--- src/design/lbls_pkg.sv ---
// shared constants, table and cosine helper for the breathing led sequencer
// no dependencies; imported by lbls_div, lbls_wave, the top level and the testbench
package lbls_pkg;

    localparam int PHASE_BITS_DEF = 10;

    localparam int CNT_W   = 20;
    localparam int INIT_W  = 16;
    localparam int STEP_W  = 12;
    localparam int PEAK_W  = 7;
    localparam int LEVEL_W = 8;
    localparam int ANGLE_W = 12;
    localparam int OMC_W   = 17;
    localparam int ACC_W   = 23;
    localparam int IDX_W   = 8;

    localparam logic [CNT_W-1:0] CNT_MAX = '1;

    // configuration register indexes
    localparam logic [IDX_W-1:0] CFG_RUN_LENGTH  = 8'd0;
    localparam logic [IDX_W-1:0] CFG_INIT_PERIOD = 8'd1;
    localparam logic [IDX_W-1:0] CFG_PERIOD_STEP = 8'd2;
    localparam logic [IDX_W-1:0] CFG_PEAK_LEVEL  = 8'd3;

    localparam logic [CNT_W-1:0]  RUN_LENGTH_RST  = 20'd480000;
    localparam logic [INIT_W-1:0] INIT_PERIOD_RST = 16'd8000;
    localparam logic [STEP_W-1:0] PERIOD_STEP_RST = 12'd100;
    localparam logic [PEAK_W-1:0] PEAK_LEVEL_RST  = 7'd100;

    // cos(k*pi/32) for k = 0..16, 1.0 = 32768
    localparam logic [15:0] QUARTER_COS [17] = '{
        16'd32768, 16'd32610, 16'd32138, 16'd31357, 16'd30274, 16'd28899,
        16'd27246, 16'd25330, 16'd23170, 16'd20788, 16'd18205, 16'd15447,
        16'd12540, 16'd9512,  16'd6393,  16'd3212,  16'd0
    };

    // quarter-wave cosine, x in 0..1024 (1024 = pi/2), linear interpolation
    function automatic logic [15:0] quarter_lookup(input logic [10:0] x);
        logic [4:0]  idx;
        logic [5:0]  frac;
        logic [15:0] diff;
        logic [17:0] drop;
        idx  = x[10:6];
        frac = x[5:0];
        if (idx >= 5'd16) begin
            quarter_lookup = QUARTER_COS[16];
        end else begin
            diff = QUARTER_COS[idx] - QUARTER_COS[idx + 5'd1];
            drop = (18'(diff[11:0]) * 18'(frac) + 18'd32) >> 6;
            quarter_lookup = QUARTER_COS[idx] - drop[15:0];
        end
    endfunction

    // 32768*(1-cos) for a 12-bit full-circle angle, 0..65536
    function automatic logic [OMC_W-1:0] one_minus_cos(input logic [ANGLE_W-1:0] a);
        logic [1:0]  quad;
        logic [10:0] r;
        logic [10:0] rr;
        quad = a[11:10];
        r    = {1'b0, a[9:0]};
        rr   = 11'd1024 - r;
        case (quad)
            2'd0: begin
                one_minus_cos = 17'd32768 - 17'(quarter_lookup(r));
            end
            2'd1: begin
                one_minus_cos = 17'd32768 + 17'(quarter_lookup(rr));
            end
            2'd2: begin
                one_minus_cos = 17'd32768 + 17'(quarter_lookup(r));
            end
            default: begin
                one_minus_cos = 17'd32768 - 17'(quarter_lookup(rr));
            end
        endcase
    endfunction

endpackage

--- src/design/lbls_div.sv ---
// restoring radix-2 divider producing the pulse phase, one quotient bit a cycle
// depends on lbls_pkg
module lbls_div
    import lbls_pkg::*;
#(
    parameter int PHASE_BITS = PHASE_BITS_DEF
) (
    input  logic                  i_clk,
    input  logic                  i_rst_n,
    input  logic                  i_start,
    input  logic [CNT_W-1:0]      i_num,
    input  logic [CNT_W-1:0]      i_den,
    output logic                  o_done,
    output logic [PHASE_BITS-1:0] o_phase
);

    localparam int STEP_CW = $clog2(PHASE_BITS + 1);

    logic                  r_busy, n_busy;
    logic                  r_done, n_done;
    logic [STEP_CW-1:0]    r_cnt, n_cnt;
    logic [CNT_W-1:0]      r_rem, n_rem;
    logic [CNT_W-1:0]      r_den, n_den;
    logic [PHASE_BITS-1:0] r_quo, n_quo;
    logic                  r_zero, n_zero;
    logic [CNT_W:0]        w_shift;
    logic                  w_ge;

    assign w_shift = {r_rem, 1'b0};
    assign w_ge    = w_shift >= {1'b0, r_den};

    always_comb begin
        n_busy = r_busy;
        n_done = 1'b0;
        n_cnt  = r_cnt;
        n_rem  = r_rem;
        n_den  = r_den;
        n_quo  = r_quo;
        n_zero = r_zero;
        if (i_start) begin
            n_busy = 1'b1;
            n_cnt  = STEP_CW'(PHASE_BITS);
            n_rem  = i_num;
            n_den  = i_den;
            n_quo  = '0;
            // full turn or empty period both give phase zero
            n_zero = (i_num >= i_den) || (i_den == '0);
        end else if (r_busy) begin
            n_rem = w_ge ? CNT_W'(w_shift - {1'b0, r_den}) : w_shift[CNT_W-1:0];
            n_quo = {r_quo[PHASE_BITS-2:0], w_ge};
            n_cnt = r_cnt - STEP_CW'(1);
            if (r_cnt == STEP_CW'(1)) begin
                n_busy = 1'b0;
                n_done = 1'b1;
            end
        end
    end

    always_ff @(posedge i_clk) begin
        if (!i_rst_n) begin
            r_busy <= 1'b0;
            r_done <= 1'b0;
        end else begin
            r_busy <= n_busy;
            r_done <= n_done;
        end
    end

    always_ff @(posedge i_clk) begin
        r_cnt  <= n_cnt;
        r_rem  <= n_rem;
        r_den  <= n_den;
        r_quo  <= n_quo;
        r_zero <= n_zero;
    end

    assign o_done  = r_done;
    assign o_phase = r_zero ? '0 : r_quo;

endmodule

--- src/design/lbls_wave.sv ---
// raised-cosine shaper: table lookup, then bit-serial peak multiply msb first
// depends on lbls_pkg
module lbls_wave
    import lbls_pkg::*;
#(
    parameter int PHASE_BITS = PHASE_BITS_DEF
) (
    input  logic                  i_clk,
    input  logic                  i_rst_n,
    input  logic                  i_start,
    input  logic [PHASE_BITS-1:0] i_phase,
    input  logic [PEAK_W-1:0]     i_peak,
    output logic                  o_done,
    output logic [LEVEL_W-1:0]    o_level
);

    localparam int SEQ_W = $clog2(PEAK_W + 2);

    logic                 r_busy, n_busy;
    logic                 r_done, n_done;
    logic [SEQ_W-1:0]     r_cnt, n_cnt;
    logic [ANGLE_W-1:0]   r_angle, n_angle;
    logic [PEAK_W-1:0]    r_peak, n_peak;
    logic [OMC_W-1:0]     r_omc, n_omc;
    logic [ACC_W-1:0]     r_acc, n_acc;

    always_comb begin
        n_busy  = r_busy;
        n_done  = 1'b0;
        n_cnt   = r_cnt;
        n_angle = r_angle;
        n_peak  = r_peak;
        n_omc   = r_omc;
        n_acc   = r_acc;
        if (i_start) begin
            n_busy  = 1'b1;
            n_cnt   = SEQ_W'(PEAK_W + 1);
            n_angle = ANGLE_W'(i_phase) << (ANGLE_W - PHASE_BITS);
            n_peak  = i_peak;
            n_acc   = '0;
        end else if (r_busy) begin
            n_cnt = r_cnt - SEQ_W'(1);
            if (r_cnt == SEQ_W'(PEAK_W + 1)) begin
                n_omc = one_minus_cos(r_angle);
            end else begin
                // shift-add, one peak bit per cycle
                n_acc  = {r_acc[ACC_W-2:0], 1'b0} + (r_peak[PEAK_W-1] ? ACC_W'(r_omc) : '0);
                n_peak = {r_peak[PEAK_W-2:0], 1'b0};
                if (r_cnt == SEQ_W'(1)) begin
                    n_busy = 1'b0;
                    n_done = 1'b1;
                end
            end
        end
    end

    always_ff @(posedge i_clk) begin
        if (!i_rst_n) begin
            r_busy <= 1'b0;
            r_done <= 1'b0;
        end else begin
            r_busy <= n_busy;
            r_done <= n_done;
        end
    end

    always_ff @(posedge i_clk) begin
        r_cnt   <= n_cnt;
        r_angle <= n_angle;
        r_peak  <= n_peak;
        r_omc   <= n_omc;
        r_acc   <= n_acc;
    end

    assign o_done  = r_done;
    assign o_level = r_acc[ACC_W-1:ACC_W-LEVEL_W];

endmodule

--- src/design/lengthening_breathing_led_sequencer.sv ---
// top level of the lengthening breathing led sequencer: session control,
// config registers and output register; depends on lbls_pkg, lbls_div, lbls_wave
//
// channel | direction | handshake                      | payload
// --------+-----------+--------------------------------+----------------------------------
// s_axis  | in        | s_axis_tvalid / s_axis_tready  | tdata: presence (bit 0)
// m_axis  | out       | m_axis_tvalid / m_axis_tready  | tdata: level; tuser: active
// cfg     | in        | i_cfg_valid / o_cfg_ready      | i_cfg_index, i_cfg_data
//
// idle ticks, session start and pulse end ticks: result is registered in the cycle
// after the word is taken; breathing ticks go through the restoring divider
// (one quotient bit a cycle) and then the serial peak multiply
// reset is synchronous, active low, and returns the block idle with default config
// a stalled output holds its word; a new input word is taken only in the idle state
// while the output register is free or being emptied in the same cycle
module lengthening_breathing_led_sequencer
    import lbls_pkg::*;
#(
    parameter int PHASE_BITS = PHASE_BITS_DEF
) (
    input  logic               i_clk,
    input  logic               i_rst_n,
    input  logic               s_axis_tvalid,
    output logic               s_axis_tready,
    input  logic [7:0]         s_axis_tdata,   // [0] presence, [7:1] zero fill
    output logic               m_axis_tvalid,
    input  logic               m_axis_tready,
    output logic [7:0]         m_axis_tdata,   // [7:0] level
    output logic [0:0]         m_axis_tuser,   // [0] active
    input  logic               i_cfg_valid,
    output logic               o_cfg_ready,
    input  logic [IDX_W-1:0]   i_cfg_index,
    input  logic [CNT_W-1:0]   i_cfg_data
);

    localparam logic [1:0] ST_IDLE = 2'd0;
    localparam logic [1:0] ST_BUSY = 2'd1;
    localparam logic [1:0] ST_PUT  = 2'd2;

    // configuration
    logic [CNT_W-1:0]   r_run_length;
    logic [INIT_W-1:0]  r_init_period;
    logic [STEP_W-1:0]  r_period_step;
    logic [PEAK_W-1:0]  r_peak;

    // session state
    logic [1:0]         r_state, n_state;
    logic               r_session, n_session;
    logic [CNT_W-1:0]   r_run, n_run;
    logic [CNT_W-1:0]   r_pulse, n_pulse;
    logic [CNT_W-1:0]   r_period, n_period;
    logic [LEVEL_W-1:0] r_last, n_last;
    logic [LEVEL_W-1:0] r_hold, n_hold;

    // output register
    logic               r_out_valid, n_out_valid;
    logic [LEVEL_W-1:0] r_out_level, n_out_level;
    logic               r_out_active, n_out_active;

    logic               w_out_free;
    logic               w_accept;
    logic [CNT_W-1:0]   w_run_inc;
    logic [CNT_W-1:0]   w_pulse_inc;
    logic [CNT_W:0]     w_grown;
    logic               w_div_start;
    logic               w_div_done;
    logic [PHASE_BITS-1:0] w_phase;
    logic               w_wave_done;
    logic [LEVEL_W-1:0] w_level;

    assign o_cfg_ready   = 1'b1;
    assign w_out_free    = !r_out_valid || m_axis_tready;
    assign s_axis_tready = (r_state == ST_IDLE) && w_out_free;
    assign w_accept      = s_axis_tvalid && s_axis_tready;

    // saturating counters and period growth
    assign w_run_inc   = (r_run == CNT_MAX) ? r_run : r_run + CNT_W'(1);
    assign w_pulse_inc = (r_pulse == CNT_MAX) ? r_pulse : r_pulse + CNT_W'(1);
    assign w_grown     = {1'b0, r_period} + (CNT_W + 1)'(r_period_step);

    always_comb begin
        n_state      = r_state;
        n_session    = r_session;
        n_run        = r_run;
        n_pulse      = r_pulse;
        n_period     = r_period;
        n_last       = r_last;
        n_hold       = r_hold;
        n_out_valid  = r_out_valid && !m_axis_tready;
        n_out_level  = r_out_level;
        n_out_active = r_out_active;
        w_div_start  = 1'b0;
        case (r_state)
            ST_IDLE: begin
                if (w_accept) begin
                    if (!r_session) begin
                        // idle tick, maybe a session start
                        if (s_axis_tdata[0]) begin
                            n_session = 1'b1;
                            n_run     = '0;
                            n_pulse   = '0;
                            n_period  = CNT_W'(r_init_period);
                        end
                        n_last       = '0;
                        n_out_valid  = 1'b1;
                        n_out_level  = '0;
                        n_out_active = s_axis_tdata[0];
                    end else begin
                        n_run   = w_run_inc;
                        n_pulse = w_pulse_inc;
                        if (w_pulse_inc > r_period) begin
                            // pulse end: grow the period, then restart or stop
                            n_period = w_grown[CNT_W] ? CNT_MAX : w_grown[CNT_W-1:0];
                            n_out_valid = 1'b1;
                            if (w_run_inc > r_run_length) begin
                                n_session    = 1'b0;
                                n_last       = '0;
                                n_out_level  = '0;
                                n_out_active = 1'b0;
                            end else begin
                                n_pulse      = '0;
                                n_out_level  = r_last;
                                n_out_active = 1'b1;
                            end
                        end else begin
                            // breathing tick: phase divide then cosine shaping
                            w_div_start = 1'b1;
                            n_state     = ST_BUSY;
                        end
                    end
                end
            end
            ST_BUSY: begin
                if (w_wave_done) begin
                    n_hold  = w_level;
                    n_last  = w_level;
                    n_state = ST_PUT;
                end
            end
            ST_PUT: begin
                if (w_out_free) begin
                    n_out_valid  = 1'b1;
                    n_out_level  = r_hold;
                    n_out_active = 1'b1;
                    n_state      = ST_IDLE;
                end
            end
            default: begin
                n_state = ST_IDLE;
            end
        endcase
    end

    always_ff @(posedge i_clk) begin
        if (!i_rst_n) begin
            r_state     <= ST_IDLE;
            r_session   <= 1'b0;
            r_run       <= '0;
            r_pulse     <= '0;
            r_period    <= '0;
            r_last      <= '0;
            r_out_valid <= 1'b0;
        end else begin
            r_state     <= n_state;
            r_session   <= n_session;
            r_run       <= n_run;
            r_pulse     <= n_pulse;
            r_period    <= n_period;
            r_last      <= n_last;
            r_out_valid <= n_out_valid;
        end
    end

    always_ff @(posedge i_clk) begin
        r_hold       <= n_hold;
        r_out_level  <= n_out_level;
        r_out_active <= n_out_active;
    end

    // config writes, out-of-range indexes dropped
    always_ff @(posedge i_clk) begin
        if (!i_rst_n) begin
            r_run_length  <= RUN_LENGTH_RST;
            r_init_period <= INIT_PERIOD_RST;
            r_period_step <= PERIOD_STEP_RST;
            r_peak        <= PEAK_LEVEL_RST;
        end else if (i_cfg_valid) begin
            case (i_cfg_index)
                CFG_RUN_LENGTH:  r_run_length  <= i_cfg_data;
                CFG_INIT_PERIOD: r_init_period <= i_cfg_data[INIT_W-1:0];
                CFG_PERIOD_STEP: r_period_step <= i_cfg_data[STEP_W-1:0];
                CFG_PEAK_LEVEL:  r_peak        <= i_cfg_data[PEAK_W-1:0];
                default: begin
                end
            endcase
        end
    end

    lbls_div #(
        .PHASE_BITS (PHASE_BITS)
    ) u_div (
        .i_clk   (i_clk),
        .i_rst_n (i_rst_n),
        .i_start (w_div_start),
        .i_num   (w_pulse_inc),
        .i_den   (r_period),
        .o_done  (w_div_done),
        .o_phase (w_phase)
    );

    lbls_wave #(
        .PHASE_BITS (PHASE_BITS)
    ) u_wave (
        .i_clk   (i_clk),
        .i_rst_n (i_rst_n),
        .i_start (w_div_done),
        .i_phase (w_phase),
        .i_peak  (r_peak),
        .o_done  (w_wave_done),
        .o_level (w_level)
    );

    assign m_axis_tvalid = r_out_valid;
    assign m_axis_tdata  = r_out_level;
    assign m_axis_tuser  = r_out_active;

endmodule

--- config.mk ---
export PLATFORM = sky130hd
export DESIGN_NAME = lengthening_breathing_led_sequencer
export DESIGN_NICKNAME = d
export VERILOG_FILES = /design/src/design/lbls_pkg.sv /design/src/design/lbls_div.sv /design/src/design/lbls_wave.sv /design/src/design/lengthening_breathing_led_sequencer.sv
export SDC_FILE = /design/constraint.sdc
export NUM_CORES = 1
export LEC_CHECK = 0
export ABC_AREA = 1
export CAP_MARGIN = 20
export CORE_ASPECT_RATIO = 1.1
export CORE_MARGIN = 3
export CORE_UTILIZATION = 59
export CTS_CLUSTER_SIZE = 30
export DETAILED_ROUTE_END_ITERATION = 8
export DONT_BUFFER_PORTS = 1
export HOLD_SLACK_MARGIN = 0.02
export MAX_ROUTING_LAYER = met4
export PLACE_DENSITY = 0.75
export SLEW_MARGIN = 30
export SYNTH_ARGS = -nofsm -noshare
export SYNTH_HDL_FRONTEND = slang
export SYNTH_SLANG_ARGS = --single-unit
--- constraint.sdc ---
create_clock -name i_clk -period 14.15 [get_ports i_clk]
set_input_delay 0.7075 -clock i_clk [delete_from_list [all_inputs] [get_ports i_clk]]
set_output_delay 0.7075 -clock i_clk [all_outputs]
set_load 0.01 [all_outputs]
== Word-level counts from Yosys, hierarchy flattened ==
Memory sizes are Yosys's and may differ from the RTL's.
Index checks and enable logic that the tools add are counted.

* Add/subtract/negate cells: 20
* Multipliers: 2
* Divide/modulo/power cells: 0
* $lt $le $gt $ge: 9
* Eq/ne operators: 20
* Shift operators: 0
* Multiplexer cells: 85
* Bitwise gates (word level): 9
* Reduce and logical (&&, ||, !) cells: 33

{| class="wikitable"
|+ Operator list
! cell !! number
|-
| $mux 16 || 21
|-
| $mux 20 || 14
|-
| $pmux 17 s3 || 1
|-
| $mux 12 || 4
|-
| $mux 8 || 6
|-
| $add 20x1->20 const B || 2
|-
| $eq 20x20->1 const B || 2
|-
| $gt 20x20->1 || 2
|-
| $add 18x6->18 const B || 2
|-
| $add 16x16->17 const A || 2
|-
| $sub 16x16->17 const A || 2
|-
| $pmux 8 s2 || 2
|-
| $sub 16x12->16 || 2
|-
| $mux 1 || 25
|-
| $ge 6x6->1 const B || 4
|-
| $sub 12x12->12 || 2
|-
| $add 23x23->23 || 1
|-
| $add 20x12->21 || 1
|-
| $ge 21x20->1 || 1
|-
| $mux 7 || 3
|-
| $ge 20x20->1 || 1
|-
| $logic_not 20->1 || 1
|-
| $sub 20x20->20 || 1
|-
| $mul 12x6->18 || 1
|-
| 34 further kinds || 75
|}

* Bits in registers: 264
* Latch bits: 0
* RAM bits: 0
* ROM bits: 2048
* Input port bits: 41
* Output and inout bits: 12
* Logic and storage cells: 210
* Memories kept: 4

{| class="wikitable"
|+ Memory list
! name !! depth !! width !! read ports !! clocked after Yosys merged registers in !! write ports !! RTL line !! source
|-
| (no name shown) || 32 || 16 || 1 || 0 || 0 || lbls_pkg.sv:48 || <nowiki>diff = QUARTER_COS[idx] - QUARTER_COS[idx + 5'd1];</nowiki>
|-
| (no name shown) || 32 || 16 || 1 || 0 || 0 || lbls_pkg.sv:50 || <nowiki>quarter_lookup = QUARTER_COS[idx] - drop[15:0];</nowiki>
|-
| (no name shown) || 32 || 16 || 1 || 0 || 0 || lbls_pkg.sv:48 ||
|-
| (no name shown) || 32 || 16 || 1 || 0 || 0 || lbls_pkg.sv:48 ||
|}

== Depth between registers and ports, before layout ==
Gate-level depths: netlist (run 1).

* Word-level depth: 17
* Gate-level depth with buffers: 61

== By module ==
From an unflattened synthesis (run 1), not the netlist that was laid out.

* Cells, all modules: 3669
* Area, all modules: 24582.3 sq um

{| class="wikitable"
|+ By module, submodules not included
! module !! times used !! cells each !! area each (sq um)
|-
| lbls_wave || 1 || 1784 || 11526.1
|-
| lengthening_breathing_led_sequencer || 1 || 1288 || 8705.8
|-
| lbls_div || 1 || 597 || 4350.4
|}

== Worst setup path before layout (run 1) ==
OpenSTA, ideal clock, no wires.

* Path kind: reg2reg
* Start point: register u_wave.r_angle[2]
* End point: register u_wave.r_omc[14], data pin
* Library setup time: 256 ps
* Arrival: 8482 ps
* Data required time: 13894 ps
* Slack: 5412 ps
* Cell stages (with the launch flop): 53
* Path buffers: 4
* Clock period less this slack: 8738 ps
* Path through: edfxtp_1 > buf_6 > inv_2 > buf_4 > ha_1 > buf_2 > nand2_1 > nand2_1 > nand2_2 > ha_1 > inv_1 > ha_1 > clkbuf_1 > nor2_1 > a21oi_1 > o21ai_0 > a21oi_1 > ha_1 > [... 17 more ...] > nand2_1 > nand2_1 > a21oi_1 > xor2_1 > ha_1 > nand2_1 > nor2_1 > nand3_1 > nand3_1 > nand2_1 > nand4_1 > nand2_1 > nor2_1 > nand3_1 > nor2_2 > nand4_1 > nand3_1 > nand2_1

* Cells in the longest elaborated chain, start to end: 17
* Elaborated cells on any way between the ends: 40

{| class="wikitable"
|+ RTL lines
! element !! RTL line !! source
|-
| start: declaration || lbls_wave.sv:22 || <nowiki>logic [ANGLE_W-1:0] r_angle, n_angle;</nowiki>
|-
| start signal: assignment || lbls_wave.sv:69 || <nowiki>r_angle <= n_angle;</nowiki>
|-
| $sub 11x10->11 || lbls_pkg.sv:61 || <nowiki>rr = 11'd1024 - r;</nowiki>
|-
| $add 5x1->5 || lbls_pkg.sv:48 ||
|-
| $not 5->6 (implied by the code) || lbls_pkg.sv:48 ||
|-
| $mem_v2 32x16 || n/a ||
|-
| $mux 12 (implied by the code) (2 in series) || lbls_pkg.sv:48 ||
|-
| $sub 12x12->12 || lbls_pkg.sv:48 ||
|-
| $mul 12x6->18 || lbls_pkg.sv:49 || <nowiki>drop = (18'(diff[11:0]) * 18'(frac) + 18'd32) >> 6;</nowiki>
|-
| $add 18x6->18 || lbls_pkg.sv:49 ||
|-
| $sub 16x12->16 || lbls_pkg.sv:50 ||
|-
| $mux 16 || lbls_pkg.sv:45 || <nowiki>if (idx >= 5'd16) begin</nowiki>
|-
| $mux 16 || lbls_pkg.sv:62 || <nowiki>case (quad)</nowiki>
|-
| $mux 16 || lbls_wave.sv:43 || <nowiki>if (r_cnt == SEQ_W'(PEAK_W + 1)) begin</nowiki>
|-
| $mux 16 || lbls_wave.sv:41 || <nowiki>end else if (r_busy) begin</nowiki>
|-
| $mux 16 || lbls_wave.sv:35 || <nowiki>if (i_start) begin</nowiki>
|-
| $sub 16x16->17 or $add 16x16->17 (tied branches) || lbls_pkg.sv:73, lbls_pkg.sv:67 ||
|-
| $pmux 17 s3 (*) || lbls_pkg.sv:62 ||
|-
| end signal: assignment || lbls_wave.sv:71 || <nowiki>r_omc <= n_omc;</nowiki>
|-
| end: declaration || lbls_wave.sv:24 || <nowiki>logic [OMC_W-1:0] r_omc, n_omc;</nowiki>
|}

Mark *: on every way between the ends. The rest lies on a longest branch, timed or not. The select of a mux whose other input is x is not followed.
A chain may end at the register's enable or synchronous reset.

== Worst setup path in the final report (run 1) ==
Ends and elaborated chain as after synthesis.

==> results of run 1 <==
cell usage in the layout, fill, tap and decap left out, drive strengths merged, types with 2 or more instances in the layout:
cell	synthesis	layout
nand2	747	747
inv	484	485
nor2	372	372
a21oi	270	270
ha	217	217
nand3	188	188
o21ai	180	180
dfxtp	172	172
xor2	96	96
edfxtp	92	92
nand4	58	58
fa	48	48
nor3	47	47
xnor2	43	43
clkbuf	57	41
a31oi	36	36
o211ai	32	32
a21o	17	17
o31ai	17	17
o22ai	14	14
or2	14	14
clkinv	4	13
a211oi	12	12
buf	43	11
nor4	10	10
o21bai	9	9
o21a	8	8
nand3b	8	8
o2111ai	2	2
a221oi	2	2
o221ai	2	2
and2	2	2
flip-flops by register name (all words and copies together) (netlist names), 8 cells and up:
name / cells
m_axis_tdata: 8
r_hold: 8
r_init_period: 16
r_last: 8
r_period: 20
r_period_step: 12
r_pulse: 20
r_run: 20
r_run_length: 20
u_div.r_den: 20
u_div.r_quo: 10
u_div.r_rem: 20
u_wave.r_acc: 23
u_wave.r_angle: 10
u_wave.r_omc: 17
cell families (layout without fill, tap and decap cells):
family	after synthesis	count (layout)	synth area share
buffers and inverters	588	551	0.100
XOR/XNOR	139	139	0.0531
AND/OR/NAND/NOR	1450	1450	0.269
flip-flops	264	264	0.269
adder cells (fa/ha/maj)	265	265	0.159
other	1	1	0.000163
multiplexers	2	2	0.000922
AO/OA/AOI/OAI	608	608	0.148
how the worst min path moves through the flow:
stage                                startpoint                       endpoint  depth (start not counted)
floorplan             r_period[13]$_SDFFE_PN0P_      u_div.r_den[13]$_DFFE_PP_                          0
CTS                               i_cfg_data[9]  r_init_period[9]$_SDFFE_PN1P_                          2
detailed placement  u_div.r_quo[2]$_SDFFE_PP0P_    u_div.r_quo[3]$_SDFFE_PP0P_                          2
global route                      i_cfg_data[5]  r_period_step[5]$_SDFFE_PN1P_                          2
finish                                  i_rst_n         r_last[3]$_SDFFE_PN0P_                          2
global placement    u_div.r_quo[1]$_SDFFE_PP0P_    u_div.r_quo[2]$_SDFFE_PP0P_                          2
layer usage:
layer / vias to the layer above / wire length, um / GRT usage
li1: 10800 / - / -
met1: 10100 / 27600 / 0.392
met2: 712 / 28300 / 0.491
met3: 129 / 3610 / 0.0291
met4: 0 / 1630 / 0.0775
met5: - / 0 / -
stage by stage:
step	utilization	instance area, um^2	std cells
2_1_floorplan	-	23100	3317
3_3_place_gp	0.607	23300	3728
3_5_place_dp	0.607	23300	3728
4_1_cts	0.630	24200	3780
5_1_grt	0.630	24200	3780
6_report	0.630	24200	3780
power by group through the flow:
stage / logic, uW / clock network [uW] / registers, uW
6_report: 511 / 704 / 881
5_1_grt: 577 / 743 / 886
4_1_cts: 505 / 713 / 880
3_5_place_dp: 501 / 0 / 896
3_3_place_gp: 487 / 0 / 894
2_1_floorplan: 394 / 0 / 885
cell type report:
type / count / area, um^2 / area share
tap: 500 / 626 / 0.0259
sequential: 264 / 6210 / 0.256
multi-input combinational: 2465 / 14600 / 0.602
inverter: 488 / 1840 / 0.0760
timing repair buffer: 11 / 82.6 / 0.00341
clock inverter: 11 / 52.6 / 0.00217
clock buffer: 41 / 831 / 0.0343
==> impl_results.md, run 1 <==
- Sw frac: 0.319
- CTS Sinks: 264
- Clk buf depth: 3
- Initial DRC Count: ~1700
- Post-CTS resize count: 0
- Final Power: 2100 uW
- Synth cell types: 69
- DRC Markers: 0
- Drt wl/cell: between 15 and 20 um
- Top_reg_cell synth: dfxtp_1
- Core Area: 38400 um^2
- Hold slack: between 200 and 300 ps
- Internal power: around 1400 uW
- Setup CP Type: reg2reg
- Worst R2R Setup Slack: 3870 ps
- Synth top cells by count: nand2_1, inv_1, nor2_1, a21oi_1, ha_1
- Critical R2R Launch: u_wave.r_angle[2]$_SDFFCE_PP0P_
- CTS clk-pin slew, worst paths: 60 ps
- Final hold vios: 0
- Die Ht: 213 um
- P_leak: between 0.01 and 0.015 uW
- # fillers: roughly 3500
- Post-CTS Setup Repair Bufs: 0
- RSZ-0062 raised after global routing: false
- H-tree depth: 1
- CTS buffer count: 28
- Setup crit end kind: flop
- Cts hold-fix bufs: 0
- Syn nets: around 3600
- Nets: 3564
- Vias/cell: 5.74
- Crit path max-delay family: adder cells
- Area Overhead vs Synth: 4.89%
- Worst r2r dst: u_wave.r_omc[14]$_DFFE_PP_
- WP data required: around 14000 ps
- Drt total wl: ~61000 um
- Antenna cells: 0
- CTS tree: done
- TNS Setup: 0 ps
- I/O Buffers: 0
- Post-Place Worst Slack: a little over 4000 ps
- Rows: 75
- GRT Total Usage: 0.296
- Vias: 21700
- WP depth: ~50
- P per Cell Area: approximately 87 nW/um^2
- Clock network fraction of design power: 0.336
- Buffers and inverters on the worst path: 7
- CTS Root Cell: clkbuf_16
- Number of global-route vias before repair: a little over 20000
- Die area: a little over 40000 um^2
- P_sw: 670 uW
- Final setup viols: 0
- Worst setup startpoint: u_wave.r_angle[2]$_SDFFCE_PP0P_
- Peak Freq: 0.0973 GHz
- Final worst path period share: 0.726
- Flops & latches, synth: ~260
- Max_cap viols: 0
- Share of cells above drive strength 1: 0.0402
- Relative slew slack: 0.380
- Global-route wire length before repair: about 100000 um
- Top cell type's share of synthesized area: 0.149
- Area contributors post-synth: dfxtp_1, edfxtp_1, nand2_1
- Largest net degree at the start of global routing: around 70
- CP dominant cell by count: nand2_1
- Largest stage delay, worst path: approximately 540 ps
- Worst-Margin Slew: roughly 930 ps
- Arrival time worst endpoint: approximately 11000 ps
- DR pass1 iterations: 6
- Final setup margin: between 3000 and 4000 ps
- Post-synth EDFFs: 92
- Crit path max fanout: 16
- Initial antenna violation count: 0
- Post-Synthesis Cell Area: around 23000 um^2
- Worst VDD drop: around 0.1 mV
- Clock Latency Late Sink: between 500 and 600 ps
- Die Wd: about 190 um
- Status: completed
- Grt ovf: 0
- Count leader, synth: nand2_1
- Mean Syn Cell Area: between 6 and 7 um^2
- Largest area contributor in the synthesized netlist: dfxtp_1
- Post-DP HPWL: 47400 um
- Synth warnings: 0
- Final Max Slew Viols: 0
- Setup Skew: roughly 19 ps
- Starting Density: 0.601
- Detail Route Antenna Nets: 0
- Critical Path Sink: u_wave.r_omc[14]$_DFFE_PP_
- Startpoint Class: flop
- Cell count of the worst reg-to-reg path: just under 50
- Sequential share of power: 0.420
- Num ports: 53
- CP max-delay cell: fa_1
- Tmin final: 10280 ps
- Comb pwr share: 0.244
- Asr flop ratio synth: 0
- GPL Wtd Cong: around 1
- Hold Crit Class: in2reg
- Synthesized instance count: 3317
- Register area share after synthesis: 0.269
(Power assumes the default switching activity.)
==> inputs of run 2 (changes only) <==
Settings changed: ABC_AREA 1 to 0, PLACE_DENSITY 0.75 to 0.78.
Clock period 14.15 ns to 9.13 ns, I/O delays scaled along.
==> impl_results.md, run 2 <==
- Setup crit end kind: flop
- Largest stage delay, worst path: roughly 580 ps
- Max reg flops: 23
- Setup CP Type: reg2reg
- Mux contribution to synthesized area: 0.0388
- Worst setup startpoint: u_wave.r_angle[3]$_SDFFCE_PP0P_
- Die area: about 40000 um^2
- Top register by number of flip-flops: u_wave.r_acc
- Sequential share of power: 0.439
- Critical R2R Launch: u_wave.r_angle[3]$_SDFFCE_PP0P_
- Setup Skew: roughly 19 ps
- Most frequent cells in the layout: nand2_1, nor2_1, buf_4
- Final Max Slew Viols: 0
- Final core occ: 0.712
- DRC Markers: 0
- Relative slew slack: 0.356
- Worst-Margin Slew: just under 1000 ps
- Share of cells above drive strength 1: 0.154
- P per Cell Area: roughly 120 nW/um^2
- Global-route wire length before repair: between 90000 and 100000 um
- WP data required: around 9400 ps
- Main combinational cell family by area after synthesis: simple AND/OR/NAND/NOR gates
- CTS clk-pin slew, worst paths: 70 ps
- Post-synth EDFFs: just over 90
- Post-DP HPWL: around 44000 um
- Clock network fraction of design power: 0.397
- Top cell type's share of synthesized area: 0.157
- Num ports: 53
- Area Overhead vs Synth: 18.0%
- Worst VDD drop: 0.168 mV
- Worst R2R Setup Slack: -130 ps
- Top_reg_cell synth: dfxtp_1
- Drt wl/cell: between 15 and 20 um
- Violated checks: setup timing
- Comb pwr share: 0.164
- Final setup viols: 4
- Critical Path Sink: u_wave.r_omc[15]$_DFFE_PP_
- Core Area: between 30000 and 40000 um^2
- Register area share after synthesis: 0.282
- Synth Area in Adders: 0.167
- RSZ-0062 raised after global routing: true
- Final hold vios: 0
- CTS Sinks: 264
- Mean Syn Cell Area: approximately 8.1 um^2
- Synth cell types: between 80 and 90
- Crit path max fanout: 10
- Storage cell area: approximately 6200 um^2
- H-tree depth: 1
- Synthesized instance count: 2699
- Largest net degree at the start of global routing: 80
- # fillers: 2735
- Die Wd: 190 um
- Post-Synth Simple-Gate Area: 0.199
- CTS buffer count: 29
- Startpoint Class: flop
- GRT Total Usage: 0.303
- Post-synthesis xor/xnor area fraction: 0.0668
- Worst r2r dst: u_wave.r_omc[15]$_DFFE_PP_
- Grt ovf: 0
- Die Ht: 208 um
- Hold Crit Class: in2reg
- Peak Freq: ~0.11 GHz
- Largest area contributor in the synthesized netlist: dfxtp_1
- Cell count of the worst reg-to-reg path: 44
- Post-synthesis compound-gate area fraction: 0.190
- Area contributors post-synth: dfxtp_1, edfxtp_1, ha_1
- CP max-delay cell: or4_4
- Detail Route Antenna Nets: 0
- Vias: roughly 21000
- Rows: 73
- Max_cap viols: 0
- P_leak: about 0.011 uW
- Synth warnings: 0
- Initial DRC Count: about 1400
- Sw frac: 0.280
- Synth top cells by count: nand2_1, nor2_1, ha_1, inv_1, a21oi_1
- Arrival time worst endpoint: about 9600 ps
- I/O Buffers: 0
- Final setup margin: -127 ps
- Most common cell after layout, fill and taps aside: nand2_1
- P_sw: roughly 870 uW
- Asr flop ratio synth: 0
- Syn nets: around 3000
- Initial antenna violation count: 2
- Flops & latches, synth: roughly 260
- Drt total wl: around 62000 um
- CP dominant cell by count: ha_1
- Multi-input gate area: roughly 15000 um^2
- Hold slack: between 20 and 30 ps
- Tmin final: approximately 9000 ps
- Internal power: 2230 uW
- GPL Wtd Cong: between 0.9 and 1
- Starting Density: 0.603
- CTS tree: done
- Number of global-route vias before repair: between 20000 and 25000
- Post-Synthesis Cell Area: around 22000 um^2
- Final Power: 3090 uW
- Vias/cell: between 6 and 7
- Nets: about 3200
- Clk buf depth: 3
- Status: finished, violations left
- Final worst path period share: 1.01
- Clock Latency Late Sink: between 500 and 600 ps
- DR pass1 iterations: 7
- Min-delay src: i_cfg_data[5]
- CTS Root Cell: clkbuf_16
- Count leader, synth: nand2_1
## run 2: cell types whose count changed in the layout (fill, tap and decap cells not counted), moves of 42 or more
cell,before,now
mux2i_1,1,55
and2_1,1,60
inv_1,474,193
buf_4,11,216
nand3_1,182,43
nor2b_1,0,46
nand2_1,724,298
xnor2_1,43,85
nor2_1,358,276
a21oi_1,268,182
## run 2: how the worst min path moves through the flow
stage	endpoint	cells after the start
6_report	r_peak[5]$_SDFFE_PN1P_	2
5_1_grt	r_peak[5]$_SDFFE_PN1P_	2
4_1_cts	r_peak[5]$_SDFFE_PN1P_	2
3_5_place_dp	r_last[1]$_SDFFE_PN0P_	2
3_3_place_gp	r_last[2]$_SDFFE_PN0P_	2
2_1_floorplan	r_hold[7]$_DFFE_PP_	0
## run 2: per-layer routing
layer / routed length (um) / vias up / global-route usage / part of all wire
li1: - / 9796 / - / -
met1: 23900 / 9792 / 0.346 / 0.39
met2: 31200 / 813 / 0.537 / 0.50
met3: 3610 / 232 / 0.0347 / 0.058
met4: 3180 / 0 / 0.129 / 0.051
met5: 0 / - / - / 0
## run 2: logic make-up (layout without fill, tap and decap cells)
family	count (synthesis)	in the layout
AO/OA/AOI/OAI	662	662
XOR/XNOR	166	166
adder cells (fa/ha/maj)	265	265
buffers and inverters	319	506
flip-flops	264	264
multiplexers	78	78
other	1	3
AND/OR/NAND/NOR	944	944
## run 2: repair_timing
| action | in CTS | in global routing |
|---|---|---|
| cloned | 0 | 0 |
| endpoints found under the hold margin | 31 | 0 |
| gates resized for setup | 44 | 94 |
| hold buffers | 20 | 0 |
| pin swaps | 59 | 88 |
| endpoints found under the setup margin | 5 | 9 |
| buffers inserted | 14 | 11 |
## run 2: area by class of cell
type                       count  area share
clock buffer                  39      0.0338
clock inverter                15     0.00516
multi-input combinational   2116       0.594
timing repair buffer         242      0.0735
sequential                   264       0.239
antenna                        2    0.000193
inverter                     210      0.0306
tap                          487      0.0235
## run 2: per-stage QoR
step | area, um^2 | TNS [ps] | worst slack (ps) | instances
after floorplan | 22200 | 0 | 2.38 | 2699
after global placement | 23800 | -298 | -112 | 3274
after detailed placement | 23800 | -1120 | -307 | 3274
after CTS | 25400 | 0 | 6.48 | 3362
after global routing | 25900 | -2680 | -524 | 3375
final | 25900 | -263 | -127 | 3375
## run 2: critical path, delay by kind of cell (launching register included)
family / cells / cell delay [ps]
multiplexers: 1 / 300
AO/OA/AOI/OAI: 14 / 2380
XOR/XNOR: 3 / 500
flip-flops: 1 / 460
AND/OR/NAND/NOR: 9 / 1610
adder cells (fa/ha/maj): 10 / 2920
buffers and inverters: 7 / 820
## run 2: power groups by stage
stage | sequential [uW] | clock (uW) | combinational (uW)
finish | 1360 | 1230 | 508
floorplan | 1360 | 0 | 354
CTS | 1360 | 1240 | 490
global route | 1370 | 1280 | 559
detailed placement | 1380 | 0 | 468
global placement | 1380 | 0 | 446
